===== src/design/cce_pkg.sv =====
// ----------------------------------------------------------------------------
// C character escape emitter package
// Shared widths, byte constants, types and small lookup functions.
// ----------------------------------------------------------------------------
package cce_pkg;

   localparam int CodeWidth  = 32;
   localparam int ByteWidth  = 8;
   localparam int MaxBytes   = 10;
   localparam int CountWidth = $clog2(MaxBytes + 1);

   localparam logic [ByteWidth-1:0] ChBackslash = 8'h5C;
   localparam logic [ByteWidth-1:0] ChZero      = 8'h30;
   localparam logic [ByteWidth-1:0] ChUpperU    = 8'h55;
   localparam logic [ByteWidth-1:0] ChLowerU    = 8'h75;
   localparam logic [ByteWidth-1:0] ChUpperA    = 8'h41;
   localparam logic [ByteWidth-1:0] ChNone      = 8'h00;

   localparam logic [CodeWidth-1:0] FirstPrintable = 32'd32;
   localparam logic [CodeWidth-1:0] LastPrintable  = 32'd126;
   localparam logic [CodeWidth-1:0] LastBmp        = 32'h0000_FFFF;

   localparam logic [CountWidth-1:0] CountOne   = CountWidth'(1);
   localparam logic [CountWidth-1:0] CountTwo   = CountWidth'(2);
   localparam logic [CountWidth-1:0] CountThree = CountWidth'(3);
   localparam logic [CountWidth-1:0] CountSix   = CountWidth'(6);
   localparam logic [CountWidth-1:0] CountTen   = CountWidth'(10);

   typedef logic [MaxBytes-1:0][ByteWidth-1:0] byte_array_type;

   // Uppercase hex digit for one nibble.
   function automatic logic [ByteWidth-1:0] hex_char(input logic [3:0] nib);
      logic [ByteWidth-1:0] ch;
      if (nib < 4'd10) begin
         ch = ChZero + {4'h0, nib};
      end else begin
         ch = ChUpperA + {4'h0, nib - 4'd10};
      end
      return ch;
   endfunction

   // Character that follows the backslash for the simple escapes,
   // or ChNone when the code has no simple escape.
   function automatic logic [ByteWidth-1:0] simple_escape(input logic [CodeWidth-1:0] c);
      logic [ByteWidth-1:0] ch;
      case (c)
         32'd39:  ch = 8'h27;
         32'd34:  ch = 8'h22;
         32'd63:  ch = 8'h3F;
         32'd92:  ch = 8'h5C;
         32'd7:   ch = 8'h61;
         32'd8:   ch = 8'h62;
         32'd12:  ch = 8'h66;
         32'd10:  ch = 8'h6E;
         32'd13:  ch = 8'h72;
         32'd9:   ch = 8'h74;
         32'd11:  ch = 8'h76;
         default: ch = ChNone;
      endcase
      return ch;
   endfunction

endpackage


===== src/design/cce_if.sv =====
// ----------------------------------------------------------------------------
// C character escape emitter channels
// Valid/ready channels for character codes in and spelled bytes out.
// ----------------------------------------------------------------------------
interface cce_req_if;
   logic                             valid;
   logic                             ready;
   logic [cce_pkg::CodeWidth-1:0]    code_point;

   modport source (output valid, output code_point, input ready);
   modport sink   (input valid, input code_point, output ready);
endinterface

interface cce_rsp_if;
   logic                             valid;
   logic                             ready;
   logic [cce_pkg::ByteWidth-1:0]    out_byte;
   logic                             last_byte;

   modport source (output valid, output out_byte, output last_byte, input ready);
   modport sink   (input valid, input out_byte, input last_byte, output ready);
endinterface


===== src/design/c_char_escape_emitter_unit.sv =====
// ----------------------------------------------------------------------------
// C character escape emitter
// Spells each 32-bit character code as C source bytes, one byte per transaction.
// ----------------------------------------------------------------------------
// Pipeline: a code passes through the capture, format and output stages before
// its first byte is presented on the output port.
// Throughput: one output byte per cycle while rsp.ready is high; a character is
// spelled as 1 to 10 bytes, sent one at a time by the shifting output stage.
// A new code is accepted in every cycle while the stages ahead have room.
// Reset: synchronous, active high; clears all stage valid bits.
module c_char_escape_emitter_unit (
   input  logic          clock,
   input  logic          reset,
   cce_req_if.sink       req,
   cce_rsp_if.source     rsp
);

   // Stage 1: captured character code.
   logic                              s1_valid_ff, s1_valid_in;
   logic [cce_pkg::CodeWidth-1:0]     s1_code_ff, s1_code_in;

   // Stage 2: fully formatted spelling and its length.
   logic                              s2_valid_ff, s2_valid_in;
   cce_pkg::byte_array_type           s2_bytes_ff, s2_bytes_in;
   logic [cce_pkg::CountWidth-1:0]    s2_count_ff, s2_count_in;

   // Stage 3: output shift register; byte zero is on the output port.
   logic                              s3_valid_ff, s3_valid_in;
   cce_pkg::byte_array_type           s3_bytes_ff, s3_bytes_in;
   logic [cce_pkg::CountWidth-1:0]    s3_count_ff, s3_count_in;

   logic                              s3_last;
   logic                              s3_load;
   logic                              s2_adv;
   logic                              s1_adv;

   // Formatter outputs (combinational, between stage 1 and stage 2).
   cce_pkg::byte_array_type           fmt_bytes;
   logic [cce_pkg::CountWidth-1:0]    fmt_count;
   logic [cce_pkg::ByteWidth-1:0]     fmt_esc;

   // ------------------------------------------------------------------------
   // Flow control. The output stage takes a new spelling when it is empty or
   // when its final byte leaves in this cycle, so characters follow each
   // other without a gap. Each earlier stage advances when the next stage
   // takes its contents or when it holds nothing.
   // ------------------------------------------------------------------------
   assign s3_last = (s3_count_ff == cce_pkg::CountOne);
   assign s3_load = !s3_valid_ff || (rsp.ready && s3_last);
   assign s2_adv  = s3_load || !s2_valid_ff;
   assign s1_adv  = s2_adv || !s1_valid_ff;

   assign req.ready = s1_adv;

   assign rsp.valid     = s3_valid_ff;
   assign rsp.out_byte  = s3_bytes_ff[0];
   assign rsp.last_byte = s3_last;

   // ------------------------------------------------------------------------
   // Stage 1: register the incoming code.
   // ------------------------------------------------------------------------
   always_comb begin
      s1_valid_in = s1_valid_ff;
      s1_code_in  = s1_code_ff;
      if (s1_adv) begin
         s1_valid_in = req.valid;
         s1_code_in  = req.code_point;
      end
   end

   // ------------------------------------------------------------------------
   // Formatter. The spelling is picked by class of the code: a simple escape,
   // an octal escape for the remaining control codes, a universal character
   // name for anything above the printable range, or the code itself. The
   // octal form drops its leading zero, so codes below eight give one digit.
   // ------------------------------------------------------------------------
   always_comb begin
      fmt_esc   = cce_pkg::simple_escape(s1_code_ff);
      fmt_bytes = '0;
      fmt_count = cce_pkg::CountOne;
      fmt_bytes[0] = cce_pkg::ChBackslash;
      if (fmt_esc != cce_pkg::ChNone) begin
         fmt_bytes[1] = fmt_esc;
         fmt_count    = cce_pkg::CountTwo;
      end else if (s1_code_ff < cce_pkg::FirstPrintable) begin
         if (s1_code_ff[4:3] != 2'b00) begin
            fmt_bytes[1] = cce_pkg::ChZero + {6'h00, s1_code_ff[4:3]};
            fmt_bytes[2] = cce_pkg::ChZero + {5'h00, s1_code_ff[2:0]};
            fmt_count    = cce_pkg::CountThree;
         end else begin
            fmt_bytes[1] = cce_pkg::ChZero + {5'h00, s1_code_ff[2:0]};
            fmt_count    = cce_pkg::CountTwo;
         end
      end else if (s1_code_ff > cce_pkg::LastBmp) begin
         fmt_bytes[1] = cce_pkg::ChUpperU;
         for (int k = 0; k < 8; k++) begin
            fmt_bytes[2 + k] = cce_pkg::hex_char(s1_code_ff[(7 - k) * 4 +: 4]);
         end
         fmt_count = cce_pkg::CountTen;
      end else if (s1_code_ff > cce_pkg::LastPrintable) begin
         fmt_bytes[1] = cce_pkg::ChLowerU;
         for (int k = 0; k < 4; k++) begin
            fmt_bytes[2 + k] = cce_pkg::hex_char(s1_code_ff[(3 - k) * 4 +: 4]);
         end
         fmt_count = cce_pkg::CountSix;
      end else begin
         fmt_bytes[0] = s1_code_ff[cce_pkg::ByteWidth-1:0];
      end
   end

   // ------------------------------------------------------------------------
   // Stage 2: hold the formatted spelling.
   // ------------------------------------------------------------------------
   always_comb begin
      s2_valid_in = s2_valid_ff;
      s2_bytes_in = s2_bytes_ff;
      s2_count_in = s2_count_ff;
      if (s2_adv) begin
         s2_valid_in = s1_valid_ff;
         s2_bytes_in = fmt_bytes;
         s2_count_in = fmt_count;
      end
   end

   // ------------------------------------------------------------------------
   // Stage 3: each accepted output transaction shifts the next byte into
   // place; after the final byte a new spelling loads, or the stage empties.
   // ------------------------------------------------------------------------
   always_comb begin
      s3_valid_in = s3_valid_ff;
      s3_bytes_in = s3_bytes_ff;
      s3_count_in = s3_count_ff;
      if (s3_load) begin
         s3_valid_in = s2_valid_ff;
         s3_bytes_in = s2_bytes_ff;
         s3_count_in = s2_count_ff;
      end else if (rsp.ready) begin
         s3_bytes_in = {cce_pkg::ChNone, s3_bytes_ff[cce_pkg::MaxBytes-1:1]};
         s3_count_in = s3_count_ff - cce_pkg::CountOne;
      end
   end

   always_ff @(posedge clock) begin
      if (reset) begin
         s1_valid_ff <= 1'b0;
         s2_valid_ff <= 1'b0;
         s3_valid_ff <= 1'b0;
      end else begin
         s1_valid_ff <= s1_valid_in;
         s2_valid_ff <= s2_valid_in;
         s3_valid_ff <= s3_valid_in;
      end
   end

   always_ff @(posedge clock) begin
      s1_code_ff  <= s1_code_in;
      s2_bytes_ff <= s2_bytes_in;
      s2_count_ff <= s2_count_in;
      s3_bytes_ff <= s3_bytes_in;
      s3_count_ff <= s3_count_in;
   end

   // ------------------------------------------------------------------------
   // Assertions.
   // ------------------------------------------------------------------------

   // A character is never cut short: after a non-final byte leaves, more follow.
   assert property (@(posedge clock) disable iff (reset)
      rsp.valid && rsp.ready && !rsp.last_byte |=> rsp.valid)
      else $error("spelling ended without a final byte");

   // The output stage never holds an empty spelling.
   assert property (@(posedge clock) disable iff (reset)
      s3_valid_ff |-> (s3_count_ff != '0) && (s3_count_ff <= cce_pkg::CountTen))
      else $error("output stage byte count out of range");

   // A stalled capture stage keeps its code.
   assert property (@(posedge clock) disable iff (reset)
      s1_valid_ff && !s1_adv |=> $stable(s1_code_ff) && s1_valid_ff)
      else $error("stalled code was lost");

   // Formatted spellings are never overwritten while waiting.
   assert property (@(posedge clock) disable iff (reset)
      s2_valid_ff && !s2_adv |=> s2_valid_ff && $stable(s2_count_ff))
      else $error("stalled spelling was lost");

endmodule

===== src/flat_wrapper.sv =====
// flat-port wrapper written by rule: the top's interface ports become plain ports
module c_char_escape_emitter_unit_flat 
  (clock, reset, req_valid, req_code_point, req_ready, rsp_valid, rsp_out_byte, rsp_last_byte, rsp_ready);
  cce_req_if req_i ();
  cce_rsp_if rsp_i ();
  input  logic clock;
  input  logic reset;
  input wire logic [$bits(req_i.valid)-1:0] req_valid;
  input wire logic [$bits(req_i.code_point)-1:0] req_code_point;
  output wire logic [$bits(req_i.ready)-1:0] req_ready;
  output wire logic [$bits(rsp_i.valid)-1:0] rsp_valid;
  output wire logic [$bits(rsp_i.out_byte)-1:0] rsp_out_byte;
  output wire logic [$bits(rsp_i.last_byte)-1:0] rsp_last_byte;
  input wire logic [$bits(rsp_i.ready)-1:0] rsp_ready;
  assign req_i.valid = req_valid;
  assign req_i.code_point = req_code_point;
  assign req_ready = req_i.ready;
  assign rsp_valid = rsp_i.valid;
  assign rsp_out_byte = rsp_i.out_byte;
  assign rsp_last_byte = rsp_i.last_byte;
  assign rsp_i.ready = rsp_ready;
  c_char_escape_emitter_unit u_core (.clock(clock), .reset(reset), .req(req_i), .rsp(rsp_i));
endmodule

===== config.mk =====
export PLATFORM = sky130hd
export DESIGN_NAME = c_char_escape_emitter_unit_flat
export DESIGN_NICKNAME = d
export VERILOG_FILES = /design/src/design/cce_pkg.sv /design/src/design/cce_if.sv /design/src/design/c_char_escape_emitter_unit.sv /design/src/flat_wrapper.sv
export SDC_FILE = /design/constraint.sdc
export NUM_CORES = 1
export LEC_CHECK = 0
export ABC_CLOCK_PERIOD_IN_PS = 10250
export BUFFER_PORTS_ARGS = -buffer_cell sky130_fd_sc_hd__buf_4
export CORE_MARGIN = 3
export CORE_UTILIZATION = 45
export CTS_CLUSTER_DIAMETER = 150
export CTS_CLUSTER_SIZE = 40
export DETAILED_ROUTE_END_ITERATION = 6
export HOLD_SLACK_MARGIN = 0.03
export SYNTH_ARGS = -nofsm -noshare
export SYNTH_HDL_FRONTEND = slang
export SYNTH_SLANG_ARGS = --single-unit

===== constraint.sdc =====
create_clock -name clock -period 10.25 [get_ports clock]
set_clock_uncertainty 0.2 [all_clocks]
set_input_delay 1.5375 -clock clock [delete_from_list [all_inputs] [get_ports clock]]
set_output_delay 1.5375 -clock clock [all_outputs]
set_load 0.05 [all_outputs]

---- Yosys cells after proc, flatten, opt, wreduce, memory -nomap -nowiden ----
Index checks and enable logic that the tools add are counted.
word-level totals
  bits in registers ....................... 203
  bits of input ports ..................... 36
  output and inout bits ................... 11
operators by class
  $add $sub $neg .......................... 27
  magnitude comparators ................... 11
  eq/ne operators ......................... 12
  mux-type cells .......................... 23
  bitwise logic cells ..................... 1
  reductions and logical operators ........ 13
operator list
  operator                                                                           number
  32-bit by 4-bit == test with 1-bit output, second input constant                   6
  80-bit two-way mux                                                                 2
  32-bit by 6-bit == test with 1-bit output, second input constant                   3
  8-bit two-way mux                                                                  11
  40-bit two-way mux                                                                 2
  7-bit one-hot mux with 11 select lines                                             1
  7-bit by 4-bit adder with 8-bit output, first input constant                       8
  6-bit by 4-bit adder with 7-bit output, first input constant                       8
  32-bit by 3-bit == test with 1-bit output, second input constant                   1
  32-bit by 7-bit == test with 1-bit output, second input constant                   1
  32-bit by 16-bit greater-than comparator with 1-bit output, second input constant  1
  32-bit by 7-bit greater-than comparator with 1-bit output, second input constant   1
  32-bit by 6-bit < comparator with 1-bit output, second input constant              1
  4-bit < comparator, second input constant                                          8
  4-bit subtractor, second input constant                                            8
  16-bit two-way mux                                                                 1
  4-bit two-way mux                                                                  4
  8-bit nonzero test                                                                 1
  6-bit by 2-bit adder with 7-bit output, first input constant                       1
  6-bit by 3-bit adder with 7-bit output, first input constant                       1
  4-bit by 1-bit == test with 1-bit output, second input constant                    1
  2-bit nonzero test                                                                 2
  4-bit OR reduction                                                                 1
  4-bit by 1-bit subtractor with 4-bit output, second input constant                 1
  other kinds (8)                                                                    12

---- Depth between registers and ports, before layout ----
Gate-level depths: netlist of the first run.
  depth in word-level cells ............... 7
  mapped depth ............................ 10

---- Least setup slack after synthesis of the first run ----
No wires, ideal clock.
  path type ............................... reg2out
  start ................................... reg u_core.s3_count_ff[1] in the netlist's numbering
  end ..................................... out req_ready
  arrival time ............................ 3.371 ns
  setup slack ............................. 5.142 ns
  stages on the path, launching flop included .. 8
  path buffers ............................ 1
  cells stage by stage .................... edfxtp_1 inv_1 ha_1 nor3b_1 nand2_1 and2_1 clkbuf_1 nand3_1
on the way
  longest elaborated chain between the ends .. 5
ends and longest elaborated chain
  what                                      RTL line                           source
  start: declaration                        c_char_escape_emitter_unit.sv:30   logic [cce_pkg::CountWidth-1:0] s3_count_ff, s3_count_in;
  start signal: assignment                  c_char_escape_emitter_unit.sv:160  s3_count_ff <= s3_count_in;
  4-bit by 1-bit == test with 1-bit output  c_char_escape_emitter_unit.sv:48   assign s3_last = (s3_count_ff == cce_pkg::CountOne);
  via rsp_last_byte                         flat_wrapper.sv:13                 output wire logic [$bits(rsp_i.last_byte)-1:0] rsp_last_byte;
  1-bit logical AND                         c_char_escape_emitter_unit.sv:49   assign s3_load = !s3_valid_ff || (rsp.ready && s3_last);
  1-bit logical OR                          c_char_escape_emitter_unit.sv:49
  1-bit logical OR                          c_char_escape_emitter_unit.sv:50   assign s2_adv = s3_load || !s2_valid_ff;
  1-bit logical OR                          c_char_escape_emitter_unit.sv:51   assign s1_adv = s2_adv || !s1_valid_ff;
  end: declaration                          flat_wrapper.sv:10                 output wire logic [$bits(req_i.ready)-1:0] req_ready;
The timed path passes the listed nets, and every way through them passes these cells.

---- Worst setup path in the final report of the first run ----
  start ................................... in rsp_ready
  end ..................................... out req_ready
on the way
  longest elaborated chain between the ends .. 4
ends and longest elaborated chain
  what                RTL line                          source
  start: declaration  flat_wrapper.sv:14                input wire logic [$bits(rsp_i.ready)-1:0] rsp_ready;
  1-bit logical AND   c_char_escape_emitter_unit.sv:49
  1-bit logical OR    c_char_escape_emitter_unit.sv:49
  1-bit logical OR    c_char_escape_emitter_unit.sv:50
  1-bit logical OR    c_char_escape_emitter_unit.sv:51
No other way between the ends.

==> results of run 1 <==
## cell type report
type / count / area [µm²] / area share
clock inverters: 14 / 170 / 0.0167
clock buffers: 18 / 429 / 0.0422
repair buffers: 50 / 375 / 0.0369
inverters: 41 / 154 / 0.0151
well taps: 265 / 332 / 0.0326
multi-input cells: 551 / 3190 / 0.313
flip-flops and latches: 185 / 5530 / 0.543
## worst max-delay path: stages
cell and delay (ns):
buf_4 0.11, nand2_1 0.08, and2_2 0.14, buf_4 0.57, nand3_1 0.14, buf_4 0.29
buf_4 0.24
## cell families after synthesis
logic type / Yosys count / share of synthesized area
xor+xnor: 23 / 0.0222
other cells: 1 / 0.000413
buf+inv: 84 / 0.0418
flops: 185 / 0.609
mux: 2 / 0.00234
compound gates: 122 / 0.0890
fa+ha+maj: 44 / 0.0606
simple gates: 359 / 0.175
## how the worst min path moves through the flow
stage / endpoint / cells after the start
floorplan: u_core.s2_valid_ff / 2
global placement: u_core.s2_valid_ff / 2
detailed placement: u_core.s2_valid_ff / 2
CTS: u_core.s2_valid_ff / 2
global route: u_core.s2_valid_ff / 2
finish: u_core.s2_valid_ff / 2
## power breakdown
group | switching (µW) | internal [µW] | leakage, µW
combinational | 101 | 60.9 | 0.00199
sequential | 34.1 | 910 | 0.00195
clock | 282 | 385 | 0.000282
total | 417 | 1360 | 0.00422
## sequential cells by signal, summed over array words and instances, names as in the netlist, 4 cells and up
signal / flops
u_core.s3_count_ff: 4
u_core.s3_bytes_ff: 63
u_core.s2_bytes_ff: 71
u_core.s2_count_ff: 4
u_core.rsp.out_byte: 8
u_core.s1_code_ff: 32
## cell usage after synthesis (4+ instances only)
master / instances
nand4_1: 8
ha_1: 44
nor4bb_1: 4
and3_1: 4
clkbuf_1: 22
a31oi_1: 7
o22ai_1: 8
nor2b_1: 13
nor2_1: 55
nand3_1: 5
nor3_1: 7
a21o_1: 4
o21ai_1: 8
buf_2: 9
nand2b_1: 5
and2_1: 9
edfxtp_1: 182
xor2_1: 7
buf_4: 10
a21oi_1: 33
xnor2_1: 16
inv_1: 40
o21ai_0: 29
nand2_1: 226
## layer usage
metal  up-vias  global-route usage  wire [µm]
met4         0              0.0739        575
li1       2908                   -          -
met1      2946               0.278       9450
met5         -                   0          0
met3        32              0.0381       1120
met2       187               0.322       9990
## stage by stage
step | hold WS [ns] | utilization | setup WS, ns
after detailed placement | 0.261 | 0.487 | 5.32
after floorplan | 0.236 | - | 5.14
after global placement | 0.263 | 0.487 | 5.37
after global routing | 0.304 | 0.518 | 5.25
final | 0.275 | 0.518 | 5.38
after CTS | 0.280 | 0.518 | 5.32
==> results.py, run 1 <==
metrics = {
    "logic_synthesis": {
        "synth_area_um2": 9080,
        "synth.avg_cell_area_um2": 11.1,
        "synth.distinct_cells": 66,
        "synth-main-ff-cell": "edfxtp_1",
        "synth_seq_area_share": 0.609,
        "synth_edf_count": 182,
        "synthTopCellsByArea": "edfxtp_1 (60%), nand2_1 (9.3%), ha_1 (6.1%)",
        "yosysTopAreaCellShare": 0.602,
        "synth_seq_cells": 185,
        "synth_cells": 820,
        "synthArstFlopShare": 0,
        "yosys_warnings": 0,
        "syn-num-nets": 900,
        "yosysTopAreaCell": "edfxtp_1",
    },
    "global_route": {
        "grt_pass1_vias": 6042,
        "grt_pass1_wl_mm": 34.0,
        "track_usage": 0.202,
        "overflow": 0,
        "antenna_found_initial": 0,
        "grt_max_degree": 76,
    },
    "detailed_routing": {
        "drtPass1Iterations": 5,
        "antenna_left": 0,
        "drtIter0Drc": 658,
        "drc": 0,
        "vias": 6073,
        "routedWlPerCell_um": 18.8,
        "wl_mm": 21.1,
        "viasPerCell": 5.40,
    },
    "critical_path": {
        "path_class": "input pin to primary output",
        "critPathMaxFanout": 71,
        "reg2reg_depth": 8,
        "r2r_start": "u_core.s1_code_ff[4]",
        "startpoint": "rsp_ready",
        "crit_path_end": "req_ready",
        "r2r_end": "u_core.s2_bytes_ff[41]",
        "cp-start-kind": "input pin",
        "crit_required_ns": 8.51,
        "critPathCaptureType": "primary output",
        "critPathArrivalTime_ns": 3.14,
        "r2r_setup_slack_ns": 6.29,
    },
    "placed_design": {
        "placed_cell_area_um2": 9580,
        "place.port_buffers": 46,
        "place_congestion": 0.934,
        "place_inst": 1092,
        "dp_hpwl_mm": 14.7,
    },
    "floorplanning": {
        "pin_count": 47,
        "initial_core_util": 0.462,
        "fp.dieH_um": 148,
        "fp-row-count": 51,
        "dieArea_um2": 21900,
        "core_region_area_um2": 19700,
        "die_w_um": 148,
    },
    "timing": {
        "finalHoldViolCount": 0,
        "period_needed_ns": 4.87,
        "fmax_mhz": 205,
        "fin_setup_tns_ns": 0,
        "rsz0062_at_grt": "false",
        "relSlewSlack": 0.272,
        "slew_violations": 0,
        "tightest_slew_ns": 1.09,
        "setup_violations": 0,
        "period_share": 0.476,
    },
    "clock_tree": {
        "postCtsHoldBufs": 0,
        "post_cts_buffers": 0,
        "cts_tree": "yes",
        "cts_buffer_depth": 2,
        "cts-buffers-inserted": 17,
        "post_cts_resize_count": 0,
        "cts.sinks": 185,
        "htreeDepth": 4,
        "clkTransAtPathRegs_ns": 0.07,
        "clk-insertion-delay-late_ns": 0.42,
        "root_buffer": "clkbuf_16",
    },
    "min_path": {
        "hp-start": "u_core.s1_valid_ff",
        "worstHoldPathType": "flip-flop to flip-flop",
    },
    "final_layout": {
        "num-fill-cells": 1811,
        "fin_cells": 1124,
        "area_growth_pct": 12.1,
        "layout_commonest_cell": "nand2_1",
        "nNetsFinal": 926,
        "diodes": 0,
        "final_cell_mix": "nand2_1 (224), edfxtp_1 (182), nor2_1 (55)",
        "drive_above_1_share": 0.113,
        "finalInstanceArea_um2": 10200,
    },
    "run_status": {
        "run_status": "completed",
    },
    "pwr": {
        "powerDensity_nw_per_um2": 174,
        "power_leakage_uw": 0.00422,
        "totalPowerFinal_uw": 1770,
        "ir_drop_v": 0.000122,
    },
    "job": {
        "drv_cap": 0,
    },
}
No activity file was read; power rests on OpenSTA's default activity.
==> inputs of run 2 (changes only) <==
Settings changed: ABC_AREA set to 1, ABC_CLOCK_PERIOD_IN_PS 10250 to 3900.
Clock period 10.25 ns to 3.9 ns, I/O delays scaled along.
==> run 2 against run 1 <==
Utilization fell by 0.38 points. Register-to-register slack got worse by 5.4 ns. Combinational power rose to 3.1 times the previous value.
==> results.py, run 2 <==
metrics = {
    "global_route": {
        "grt_pass1_wl_mm": 35.3,
        "grt_pass1_vias": 6325,
        "track_usage": 0.193,
        "overflow": 0,
        "grt_max_degree": 76,
        "antenna_found_initial": 0,
    },
    "floorplanning": {
        "core_region_area_um2": 21200,
        "fp-row-count": 53,
        "fp.dieH_um": 153,
        "initial_core_util": 0.461,
        "dieArea_um2": 23500,
        "pin_count": 47,
        "die_w_um": 153,
    },
    "logic_synthesis": {
        "synth-main-ff-cell": "edfxtp_1",
        "syn-num-nets": 1105,
        "yosys_warnings": 0,
        "synth_seq_cells": 185,
        "synthArstFlopShare": 0,
        "synth_seq_area_share": 0.566,
        "yosysMostFrequentCell": "nand2_1",
        "synth.distinct_cells": 41,
        "yosysTopAreaCell": "edfxtp_1",
        "synth_commonest_cells": "nand2_1 (318), edfxtp_1 (182), inv_1 (104)",
        "synth_area_um2": 9760,
        "synth_cells": 1025,
        "synth.avg_cell_area_um2": 9.52,
        "synthTopCellsByArea": "edfxtp_1 (56%), nand2_1 (12%), ha_1 (5.6%)",
        "yosysTopAreaCellShare": 0.560,
        "synth_edf_count": 182,
    },
    "critical_path": {
        "cp.buffers_inverters": 3,
        "worstPathCellList": "inv_1 > ha_1 > nand2_1 > nor2_1 > nand2_1 > nor2_4 > nand2_1 > nand2_2 > buf_4 > nand3_2 > o21bai_1 > nand2_2 > inv_2",
        "crit_required_ns": 4.01,
        "cp_slowest_cell": "edfxtp_1",
        "crit_family": "simple AND/OR/NAND/NOR gates",
        "cp-start-kind": "flip-flop",
        "cpMostUsedCell": "nand2_1",
        "path_class": "flip-flop to flip-flop",
        "critPathMaxFanout": 33,
        "critPathCaptureType": "flip-flop",
        "slowest_delay_ns": 0.42,
        "critPathArrivalTime_ns": 3.10,
    },
    "final_layout": {
        "layout_commonest_cell": "nand2_1",
        "drive_above_1_share": 0.162,
        "diodes": 0,
        "fin_cells": 1350,
        "final_cell_mix": "nand2_1 (316), edfxtp_1 (182), inv_1 (103)",
        "area_growth_pct": 11.4,
        "reg_top3": "u_core.s2_bytes_ff: 71 flops, u_core.s3_bytes_ff: 63 flops, u_core.s1_code_ff: 32 flops",
        "nNetsFinal": 1142,
        "num-fill-cells": 1960,
        "top_register": "u_core.s2_bytes_ff",
        "largest_register_ffs": 71,
    },
    "clock_tree": {
        "root_buffer": "clkbuf_16",
        "post_cts_resize_count": 0,
        "postCtsHoldBufs": 0,
        "cts_buffer_depth": 2,
        "clk-insertion-delay-late_ns": 0.44,
        "cts_tree": "yes",
        "post_cts_buffers": 0,
        "cts.sinks": 185,
        "clkTransAtPathRegs_ns": 0.07,
        "cts-buffers-inserted": 17,
        "htreeDepth": 4,
    },
    "timing": {
        "relSlewSlack": 0.202,
        "fin_setup_tns_ns": 0,
        "period_share": 0.766,
        "tightest_slew_ns": 1.20,
        "finalHoldViolCount": 0,
        "rsz0062_at_grt": "false",
        "slew_violations": 0,
        "fin_hold_ws_ns": 0.116,
        "period_needed_ns": 2.99,
        "setup_violations": 0,
        "fmax_mhz": 335,
    },
    "detailed_routing": {
        "drtPass1Iterations": 5,
        "antenna_left": 0,
        "routedWlPerCell_um": 16.5,
        "drc": 0,
        "wl_mm": 22.2,
        "drtIter0Drc": 523,
        "viasPerCell": 5.03,
        "vias": 6793,
    },
    "min_path": {
        "worstHoldPathType": "input pin to flip-flop",
    },
    "placed_design": {
        "place_congestion": 0.940,
        "place.port_buffers": 46,
        "dp_hpwl_mm": 16.3,
        "place_inst": 1318,
    },
    "pwr": {
        "powerDensity_nw_per_um2": 430,
        "totalPowerFinal_uw": 4680,
        "power_leakage_uw": 0.00490,
        "ir_drop_v": 0.000296,
    },
    "job": {
        "drv_cap": 0,
    },
    "run_status": {
        "run_status": "completed",
    },
}
==> run 2: path summary, 6_finish.rpt <==
check / from / depth (start not counted) / slack [ns] / endpoint
worst min register to register: u_core.s1_valid_ff / 2 / 0.25 / u_core.s2_valid_ff
worst max-delay path: u_core.s1_code_ff[24] / 13 / 0.91 / u_core.s2_bytes_ff[25]
worst max register to register: u_core.s1_code_ff[24] / 13 / 0.91 / u_core.s2_bytes_ff[25]
worst min-delay path: req_code_point[28] / 1 / 0.12 / u_core.s1_code_ff[28]
==> run 2: cell families (layout without fill, tap and decap cells) <==
family | after synthesis | after routing | synth area share
flops | 185 | 185 | 0.566
simple gates | 538 | 538 | 0.247
compound gates | 78 | 78 | 0.0450
xor+xnor | 13 | 13 | 0.0117
buf+inv | 166 | 216 | 0.0736
fa+ha+maj | 44 | 44 | 0.0564
other cells | 1 | 1 | 0.000384
==> run 2: layout make-up <==
type | count | area (µm²) | share of cell area
Timing Repair Buffer | 54 | 405 | 0.0373
Clock inverter | 15 | 143 | 0.0131
Sequential cell | 185 | 5530 | 0.508
Multi-Input combinational cell | 674 | 3530 | 0.325
Clock buffer | 17 | 425 | 0.0391
Inverter | 130 | 497 | 0.0457
Tap cell | 275 | 344 | 0.0316
==> run 2: report_power, final <==
part	switching, µW	internal, µW	total, µW
Clock	793	891	1680
Sequential	83.6	2410	2490
Combinational	328	172	501
Total	1210	3470	4680
==> run 2: per-stage QoR <==
stage          worst slack, ns  area [µm²]  utilization
6_report                 0.913       10900        0.514
5_1_grt                  0.715       10900        0.514
4_1_cts                  0.842       10900        0.514
3_5_place_dp             0.970       10300        0.487
3_3_place_gp             0.992       10300        0.487
2_1_floorplan            0.267        9770            -
==> run 2: routing by layer <==
| metal | vias to the layer above | track usage | wire length [µm] |
|---|---|---|---|
| met4 | 0 | 0.0632 | 572 |
| met1 | 3145 | 0.284 | 10700 |
| li1 | 3401 | - | - |
| met2 | 208 | 0.294 | 9890 |
| met5 | - | 0 | 0 |
| met3 | 39 | 0.0326 | 1070 |
